$ cat src/hw/rtl/pixel_gray_and_contrast_stretch_core_macros.svh
// Assertion macros shared by the pixel gray / contrast stretch RTL.
`ifndef PIXEL_GRAY_AND_CONTRAST_STRETCH_CORE_MACROS_SVH
`define PIXEL_GRAY_AND_CONTRAST_STRETCH_CORE_MACROS_SVH

// Same-cycle implication, disabled while reset is low.
`define PGCS_ASSERT_NOW(label, clk, rst_n, ante, cons, msg) \
    label: assert property (@(posedge clk) disable iff (!(rst_n)) (ante) |-> (cons)) \
        else $error(msg);

// Implication checked a fixed number of cycles after the antecedent.
`define PGCS_ASSERT_LATER(label, clk, rst_n, ante, dly, cons, msg) \
    label: assert property (@(posedge clk) disable iff (!(rst_n)) (ante) |-> ##(dly) (cons)) \
        else $error(msg);

`endif

$ cat src/hw/rtl/pgcs_pkg.sv
// Shared types and constants for the pixel gray / contrast stretch core.
`timescale 1ns / 1ps

package pgcs_pkg;

    localparam int unsigned CHAN_W = 8;

    typedef logic [CHAN_W-1:0] t_chan;

    // Grayscale weights and the reciprocal of their sum (exact for sums below 2^15).
    localparam int unsigned W_LOW       = 34;
    localparam int unsigned W_MID       = 55;
    localparam int unsigned W_HIGH      = 11;
    localparam int unsigned RECIP_100   = 41944;
    localparam int unsigned RECIP_SHIFT = 22;
    localparam int unsigned GRAY_SUM_W  = 15;
    localparam int unsigned GRAY_PROD_W = 31;

    // Stretch lane: clip stage, numerator stage, one stage per quotient bit.
    localparam int unsigned QUO_BITS = CHAN_W;
    localparam int unsigned LANE_LAT = 2 + QUO_BITS;
    localparam int unsigned GRAY_LAT = 3;
    localparam int unsigned PIPE_LAT = LANE_LAT + 1;

    localparam logic MODE_GRAY    = 1'b0;
    localparam logic MODE_STRETCH = 1'b1;

    typedef enum logic [1:0] {
        CFG_MODE = 2'd0,
        CFG_LOW  = 2'd1,
        CFG_HIGH = 2'd2
    } t_cfg_idx;

    // One beat of the restoring divider.
    typedef struct packed {
        logic [2*CHAN_W-1:0] rem;
        t_chan               div;
        t_chan               quo;
    } t_div;

endpackage

$ cat src/hw/rtl/pgcs_div_step.sv
// One registered step of the restoring divider: resolves a single quotient bit.
`timescale 1ns / 1ps

module pgcs_div_step #(
    parameter int unsigned BIT = 0
) (
    input  logic          i_clk,
    input  pgcs_pkg::t_div i_stage,
    output pgcs_pkg::t_div o_stage
);

    logic [2*pgcs_pkg::CHAN_W-1:0] w_trial;
    pgcs_pkg::t_div                n_stage;
    pgcs_pkg::t_div                r_stage;

    assign w_trial = (2*pgcs_pkg::CHAN_W)'(i_stage.div) << BIT;

    always_comb begin
        n_stage = i_stage;
        if (i_stage.rem >= w_trial) begin
            n_stage.rem      = i_stage.rem - w_trial;
            n_stage.quo[BIT] = 1'b1;
        end
    end

    always_ff @(posedge i_clk) begin
        r_stage <= n_stage;
    end

    assign o_stage = r_stage;

endmodule

$ cat src/hw/rtl/pgcs_lane.sv
// One color channel of the stretch path: clip (out of range gives zero), scale by 255, divide by the span.
`timescale 1ns / 1ps

module pgcs_lane (
    input  logic            i_clk,
    input  pgcs_pkg::t_chan i_v,
    input  pgcs_pkg::t_chan i_low,
    input  pgcs_pkg::t_chan i_high,
    output pgcs_pkg::t_chan o_q
);

    logic            w_ok;
    logic            w_in;
    pgcs_pkg::t_chan n_d;
    pgcs_pkg::t_chan n_s;
    pgcs_pkg::t_chan r_d;
    pgcs_pkg::t_chan r_s;
    pgcs_pkg::t_div  r_num;
    pgcs_pkg::t_div  w_st [0:pgcs_pkg::QUO_BITS];

    // Empty or inverted range: force a zero numerator over a unit span.
    assign w_ok = i_high > i_low;
    assign w_in = (i_v >= i_low) && (i_v <= i_high);
    assign n_d  = (w_ok && w_in) ? (i_v - i_low) : '0;
    assign n_s  = w_ok ? (i_high - i_low) : pgcs_pkg::t_chan'(1);

    always_ff @(posedge i_clk) begin
        r_d       <= n_d;
        r_s       <= n_s;
        r_num.rem <= {r_d, pgcs_pkg::t_chan'(0)} - {pgcs_pkg::t_chan'(0), r_d};
        r_num.div <= r_s;
        r_num.quo <= '0;
    end

    assign w_st[0] = r_num;

    // Quotient never exceeds 255 since the numerator stays below 256 * span.
    for (genvar k = 0; k < pgcs_pkg::QUO_BITS; k++) begin : g_step
        pgcs_div_step #(
            .BIT(pgcs_pkg::QUO_BITS - 1 - k)
        ) u_step (
            .i_clk  (i_clk),
            .i_stage(w_st[k]),
            .o_stage(w_st[k+1])
        );
    end

    assign o_q = w_st[pgcs_pkg::QUO_BITS].quo;

endmodule

$ cat src/hw/rtl/pgcs_gray.sv
// Grayscale path: weighted sum, divide by 100, delay to match the stretch lanes.
`timescale 1ns / 1ps

module pgcs_gray (
    input  logic            i_clk,
    input  pgcs_pkg::t_chan i_red,
    input  pgcs_pkg::t_chan i_green,
    input  pgcs_pkg::t_chan i_blue,
    output pgcs_pkg::t_chan o_y
);

    localparam int unsigned DLY = pgcs_pkg::LANE_LAT - pgcs_pkg::GRAY_LAT;

    logic [pgcs_pkg::GRAY_SUM_W-1:0]  r_pb;
    logic [pgcs_pkg::GRAY_SUM_W-1:0]  r_pg;
    logic [pgcs_pkg::GRAY_SUM_W-1:0]  r_pr;
    logic [pgcs_pkg::GRAY_SUM_W-1:0]  r_sum;
    logic [pgcs_pkg::GRAY_PROD_W-1:0] w_prod;
    pgcs_pkg::t_chan                  r_y;
    pgcs_pkg::t_chan                  r_dly [0:DLY-1];

    // Multiply by the reciprocal of 100; exact for every reachable sum.
    assign w_prod = pgcs_pkg::GRAY_PROD_W'(r_sum)
                  * pgcs_pkg::GRAY_PROD_W'(pgcs_pkg::RECIP_100);

    always_ff @(posedge i_clk) begin
        r_pb  <= pgcs_pkg::GRAY_SUM_W'(pgcs_pkg::W_LOW)  * pgcs_pkg::GRAY_SUM_W'(i_blue);
        r_pg  <= pgcs_pkg::GRAY_SUM_W'(pgcs_pkg::W_MID)  * pgcs_pkg::GRAY_SUM_W'(i_green);
        r_pr  <= pgcs_pkg::GRAY_SUM_W'(pgcs_pkg::W_HIGH) * pgcs_pkg::GRAY_SUM_W'(i_red);
        r_sum <= r_pb + r_pg + r_pr;
        r_y   <= w_prod[pgcs_pkg::RECIP_SHIFT +: pgcs_pkg::CHAN_W];
        r_dly[0] <= r_y;
        for (int i = 1; i < DLY; i++) begin
            r_dly[i] <= r_dly[i-1];
        end
    end

    assign o_y = r_dly[DLY-1];

endmodule

$ cat src/hw/rtl/pixel_gray_and_contrast_stretch_core.sv
// Top level of the per-pixel grayscale / linear contrast stretch core.
`timescale 1ns / 1ps
//
//  Channel   | Direction | Handshake            | Beat contents
//  ----------+-----------+----------------------+-------------------------------------
//  config    | in        | i_cfg_we             | i_cfg_idx, i_cfg_data
//  pixel in  | in        | start & !busy        | i_alpha_in, i_red_in, i_green_in,
//            |           |                      | i_blue_in, i_last_in
//  pixel out | out       | o_valid (one cycle)  | o_alpha_out, o_red_out, o_green_out,
//            |           |                      | o_blue_out, o_last_out
//
//  One pixel beat may enter on every clock; busy is never raised.
//  Each beat passes through one clip stage, one numerator stage, eight
//  restoring divide stages (one quotient bit each) and the output register.
//  The divider chain sets the depth of the pipeline.
//  Reset (i_rst_n low at a clock edge) drops every beat in flight and loads
//  mode = grayscale, low level = 0, high level = 255.
//  The receiver cannot stall; results are never held back.
//  Write configuration only with no beat in flight (once the last started beat has come out).

`include "pixel_gray_and_contrast_stretch_core_macros.svh"

module pixel_gray_and_contrast_stretch_core (
    input  logic                        i_clk,
    input  logic                        i_rst_n,
    // configuration write port
    input  logic                        i_cfg_we,
    input  logic [1:0]                  i_cfg_idx,
    input  logic [pgcs_pkg::CHAN_W-1:0] i_cfg_data,
    // pixel input
    input  logic                        start,
    output logic                        busy,
    input  logic [7:0]                  i_alpha_in,
    input  logic [7:0]                  i_red_in,
    input  logic [7:0]                  i_green_in,
    input  logic [7:0]                  i_blue_in,
    input  logic                        i_last_in,
    // pixel output
    output logic                        o_valid,
    output logic [7:0]                  o_alpha_out,
    output logic [7:0]                  o_red_out,
    output logic [7:0]                  o_green_out,
    output logic [7:0]                  o_blue_out,
    output logic                        o_last_out
);

    localparam int unsigned LAT = pgcs_pkg::LANE_LAT;

    // configuration registers
    logic            r_mode;
    pgcs_pkg::t_chan r_low;
    pgcs_pkg::t_chan r_high;

    // side band delay line that travels with the lanes
    logic            w_acc;
    logic            r_vld   [0:LAT-1];
    logic            r_last  [0:LAT-1];
    logic            r_md    [0:LAT-1];
    pgcs_pkg::t_chan r_alpha [0:LAT-1];

    // lane results, aligned with the last delay stage
    pgcs_pkg::t_chan w_red_q;
    pgcs_pkg::t_chan w_green_q;
    pgcs_pkg::t_chan w_blue_q;
    pgcs_pkg::t_chan w_gray_y;

    // output register
    logic            r_o_valid;
    logic            r_o_last;
    logic            r_o_mode;
    pgcs_pkg::t_chan r_o_alpha;
    pgcs_pkg::t_chan r_o_red;
    pgcs_pkg::t_chan r_o_green;
    pgcs_pkg::t_chan r_o_blue;

    // output beat qualifiers used by the checks below
    logic            w_gray_beat;
    logic            w_gray_same;

    // Every stage advances every cycle, so a new beat is always welcome.
    assign busy  = 1'b0;
    assign w_acc = start & ~busy;

    // Config write: keep only the register's width, ignore unknown indexes.
    always_ff @(posedge i_clk) begin
        if (!i_rst_n) begin
            r_mode <= pgcs_pkg::MODE_GRAY;
            r_low  <= '0;
            r_high <= '1;
        end else if (i_cfg_we) begin
            case (i_cfg_idx)
                pgcs_pkg::CFG_MODE: r_mode <= i_cfg_data[0];
                pgcs_pkg::CFG_LOW:  r_low  <= i_cfg_data;
                pgcs_pkg::CFG_HIGH: r_high <= i_cfg_data;
                default: ;
            endcase
        end
    end

    // Advance the valid bits; reset drops everything in flight.
    always_ff @(posedge i_clk) begin
        if (!i_rst_n) begin
            for (int i = 0; i < LAT; i++) begin
                r_vld[i] <= 1'b0;
            end
            r_o_valid <= 1'b0;
            r_o_last  <= 1'b0;
        end else begin
            r_vld[0] <= w_acc;
            for (int i = 1; i < LAT; i++) begin
                r_vld[i] <= r_vld[i-1];
            end
            r_o_valid <= r_vld[LAT-1];
            r_o_last  <= r_vld[LAT-1] & r_last[LAT-1];
        end
    end

    // Carry alpha, the last mark and the mode alongside the color lanes.
    always_ff @(posedge i_clk) begin
        r_alpha[0] <= i_alpha_in;
        r_last[0]  <= i_last_in;
        r_md[0]    <= r_mode;
        for (int i = 1; i < LAT; i++) begin
            r_alpha[i] <= r_alpha[i-1];
            r_last[i]  <= r_last[i-1];
            r_md[i]    <= r_md[i-1];
        end
    end

    pgcs_lane u_lane_red (
        .i_clk (i_clk),
        .i_v   (i_red_in),
        .i_low (r_low),
        .i_high(r_high),
        .o_q   (w_red_q)
    );

    pgcs_lane u_lane_green (
        .i_clk (i_clk),
        .i_v   (i_green_in),
        .i_low (r_low),
        .i_high(r_high),
        .o_q   (w_green_q)
    );

    pgcs_lane u_lane_blue (
        .i_clk (i_clk),
        .i_v   (i_blue_in),
        .i_low (r_low),
        .i_high(r_high),
        .o_q   (w_blue_q)
    );

    pgcs_gray u_gray (
        .i_clk  (i_clk),
        .i_red  (i_red_in),
        .i_green(i_green_in),
        .i_blue (i_blue_in),
        .o_y    (w_gray_y)
    );

    // Pick gray or stretched channels with the mode captured at entry.
    always_ff @(posedge i_clk) begin
        r_o_alpha <= r_alpha[LAT-1];
        r_o_mode  <= r_md[LAT-1];
        if (r_md[LAT-1] == pgcs_pkg::MODE_STRETCH) begin
            r_o_red   <= w_red_q;
            r_o_green <= w_green_q;
            r_o_blue  <= w_blue_q;
        end else begin
            r_o_red   <= w_gray_y;
            r_o_green <= w_gray_y;
            r_o_blue  <= w_gray_y;
        end
    end

    assign o_valid     = r_o_valid;
    assign o_alpha_out = r_o_alpha;
    assign o_red_out   = r_o_red;
    assign o_green_out = r_o_green;
    assign o_blue_out  = r_o_blue;
    assign o_last_out  = r_o_last;

    assign w_gray_beat = o_valid && (r_o_mode == pgcs_pkg::MODE_GRAY);
    assign w_gray_same = (o_red_out == o_green_out) && (o_green_out == o_blue_out);

    // Each accepted beat comes out after the fixed pipeline latency.
    `PGCS_ASSERT_LATER(a_latency, i_clk, i_rst_n, w_acc, pgcs_pkg::PIPE_LAT, o_valid, "beat lost")

    // Grayscale beats carry one value on all three color channels.
    `PGCS_ASSERT_NOW(a_gray_equal, i_clk, i_rst_n, w_gray_beat, w_gray_same, "gray differs")

    // The last mark only rides on a valid result.
    `PGCS_ASSERT_NOW(a_last_valid, i_clk, i_rst_n, o_last_out, o_valid, "last without beat")

endmodule
$ cat config.mk
export PLATFORM = sky130hd
export DESIGN_NAME = pixel_gray_and_contrast_stretch_core
export DESIGN_NICKNAME = d
export VERILOG_FILES = /design/src/hw/rtl/pgcs_pkg.sv /design/src/hw/rtl/pgcs_div_step.sv /design/src/hw/rtl/pgcs_lane.sv /design/src/hw/rtl/pgcs_gray.sv /design/src/hw/rtl/pixel_gray_and_contrast_stretch_core.sv
export VERILOG_INCLUDE_DIRS = /design/src /design/src/hw/rtl
export SDC_FILE = /design/constraint.sdc
export NUM_CORES = 2
export LEC_CHECK = 0
export ABC_AREA = 0
export ABC_CLOCK_PERIOD_IN_PS = 7400
export BUFFER_PORTS_ARGS = -buffer_cell sky130_fd_sc_hd__buf_2
export CAP_MARGIN = 30
export CORE_AREA = 2 2 190 332
export CTS_BUF_LIST = sky130_fd_sc_hd__clkbuf_4
export DETAILED_ROUTE_END_ITERATION = 8
export DIE_AREA = 0 0 192 334
export GPL_ROUTABILITY_DRIVEN = 0
export HOLD_SLACK_MARGIN = 0.06
export PLACE_DENSITY_LB_ADDON = 0.3
export SYNTH_ARGS = -nofsm -noshare
export SYNTH_HDL_FRONTEND = slang
export SYNTH_SLANG_ARGS = --single-unit
$ cat constraint.sdc
create_clock -name i_clk -period 7.4 [get_ports i_clk]
set_input_delay 0.37 -clock i_clk [delete_from_list [all_inputs] [get_ports i_clk]]
set_output_delay 0.37 -clock i_clk [all_outputs]
set_load 0.01 [all_outputs]
==> metrics.yaml <==
status: "complete, no violations"
ys_top_cells_by_area: "dfxtp_1 (46%), ha_1 (14%), fa_1 (6.7%)"
post-route-min-period_ns: 5.03
worstPathMaxFanout: 7
grt_max_degree: 33
antenna_found_initial: 1
io_buffers: 80
cts-root-buf: "clkbuf_4"
routed-via-count: 25900
fin_crit_sh: 0.680
start_util: 0.612
cp.buffers_inverters: 4
grt.overflow.total: 0
wl_per_cell_um: 15.7
final_area_mm2: 0.0421
yosysTopAreaCellShare: 0.459
start_kind: "register"
synth_area_mm2: 0.0378
cts_resized: 0
worst_slack_ns: 2.37
synth_top_area_cell: "dfxtp_1"
cts.sink_count: 867
routed_wl_um: 76900
grtUsageTotal: 0.247
worst_slew_pin_slew_ns: 1.01
cp.required_ns: 8.19
grt_pass1_wl_um: 124000
synth_cells: 3651
crit_arrival_ns: 5.83
clk_pin_slew_ns: 0.07
placed_area_mm2: 0.0391
final_nets: 4554
die_y_um: 334
tns_ns: 0
cts_buffers: 182
synth_cell_types: 80
synthToLayoutAreaGrowth_pct: 11.5
vias_per_cell: 5.30
synth.avg_cell_area_um2: 10.3
core_mm2: 0.0618
cts_max_level: 4
cp-end-kind: "register"
report.final.slew_viol_count: 0
cp_top_family: "adder cells"
hold_buffers: 73
clock_latency_ns: 0.95
ios: 82
fin_worst_skew_ns: 0.0693
hpwl_um: 59100
critical-path-slowest-cell: "dfxtp_1"
synth-async-reset-ratio: 0
pre_cts_ws_ns: 2.38
slowest_delay_ns: 0.61
worst_hold_path_type: "in -> reg"
final_antenna_net_count: 0
yosys_warnings: 0
rows: 121
timing.slew.headroom: 0.327
dieWidth_um: 192
die_area_mm2: 0.0641
worstSetupPathType: "reg -> reg"
hold_viol_final: 0
syn_nets: 4246
drt_iter0_drc: 881
rsz0062_at_grt: "false"
firstDrtPassIters: 5
cts_setup_buffers: 0
cts_tree: "built"
synth_ff_type: "dfxtp_1"
synth_edf_count: 0
drive_gt1_frac: 0.104
ys_ff_latch: 867
drc_errors: 0
fmax_mhz: 199
path_cells: "fa_1 > ha_1 > inv_1 > fa_1 > inv_1 > fa_1 > inv_1 > fa_1 > inv_1 > ha_1 > and4_1 > o2111a_1 > a21o_1 > o311a_1 > a311oi_1 > xnor2_1"
yosysSeqAreaShare: 0.459
grt_pass1_vias: 27200
cts_buffer_depth: 3
setup_viol: 0
drv_cap: 0
final timing paths:
path | startpoint | endpoint | slack [ns] | depth (start not counted)
max reg2reg | u_gray.r_sum[12]$_DFF_P_ | u_gray.r_y[7]$_DFF_P_ | 2.37 | 16
min | i_blue_in[0] | u_gray.r_pb[1]$_DFF_P_ | 0.21 | 2
min reg2reg | u_lane_green.g_step[2].u_step.o_stage[19]$_DFF_P_ | u_lane_green.g_step[3].u_step.o_stage[19]$_DFF_P_ | 0.31 | 0
max | u_gray.r_sum[12]$_DFF_P_ | u_gray.r_y[7]$_DFF_P_ | 2.37 | 16
synth_stat cells, types with 13 or more instances:
cell and number:
o21ai_0 200, mux2_2 27, nand2b_1 54, a211oi_1 13
a31oi_1 13, xor2_1 88, a21oi_1 206, a21o_1 71
xnor2_1 135, clkbuf_1 27, fa_1 127, o31ai_1 23
and2_1 20, mux2i_1 33, nor4_1 27, nor2_1 215
dfxtp_1 867, nor3_1 73, nand4_1 35, inv_1 390
o21a_1 25, ha_1 421, nor2b_1 82, nand3_1 19
nand2_1 225, or3_1 17, a21boi_0 35
metrics by stage:
step                 util  std cells  hold slack (ns)
finish              0.682       4890            0.207
global route        0.682       4888            0.147
CTS                 0.682       4887            0.104
detailed placement  0.633       4501            0.312
global placement    0.632       4500            0.309
floorplan               -       3651            0.310
sequential cells by signal, indices dropped and copies added (netlist names), 10 cells and up:
register and cells:
u_gray.r_pr 12, r_vld 10, u_gray.r_pb 13, r_md 10, u_lane_blue.g_step.u_step.o_stage 148, u_gray.r_dly 56, u_lane_red.g_step.u_step.o_stage 196, u_gray.r_pg 14
r_alpha 80, u_lane_green.r_num 16, u_lane_green.g_step.u_step.o_stage 156, u_lane_red.r_num 24, u_gray.r_sum 15, u_lane_blue.r_num 16, r_last 10
final cells by class:
| type | instances | area [µm²] |
|---|---|---|
| Fill cell | 4726 | 19600 |
| Timing Repair Buffer | 161 | 1190 |
| Antenna cell | 3 | 7.51 |
| Inverter | 392 | 1470 |
| Tap cell | 799 | 1000 |
| Clock inverter | 68 | 485 |
| Multi-Input combinational cell | 2355 | 18800 |
| Sequential cell | 867 | 17400 |
| Clock buffer | 245 | 1840 |
cells in the final DEF (no fill, tap or decap), drive strengths merged, types with 127 or more instances in the layout:
| master | n |
|---|---|
| nor2 | 215 |
| nand2 | 225 |
| fa | 127 |
| clkbuf | 245 |
| ha | 421 |
| o21ai | 207 |
| a21oi | 207 |
| dfxtp | 867 |
| xnor2 | 135 |
| inv | 398 |
kinds of logic after synthesis:
logic type | share of synthesized area
other | 0.0000993
adders and majority gates | 0.207
and+or+nand+nor | 0.113
DFF | 0.459
buffers and inverters | 0.0434
AOI/OAI and AO/OA | 0.109
muxes | 0.0168
xor gates and xnor gates | 0.0517
layer usage:
layer,routed length (µm),global-route usage,up-vias
li1,-,-,13100
met3,2280,0.0407,342
met5,0,0,-
met1,24900,0.205,11900
met4,7890,0.235,0
met2,41800,0.476,559
Power is not shown: default switching activity piles up to over one toggle a cycle in this logic, so the estimate is an artifact.
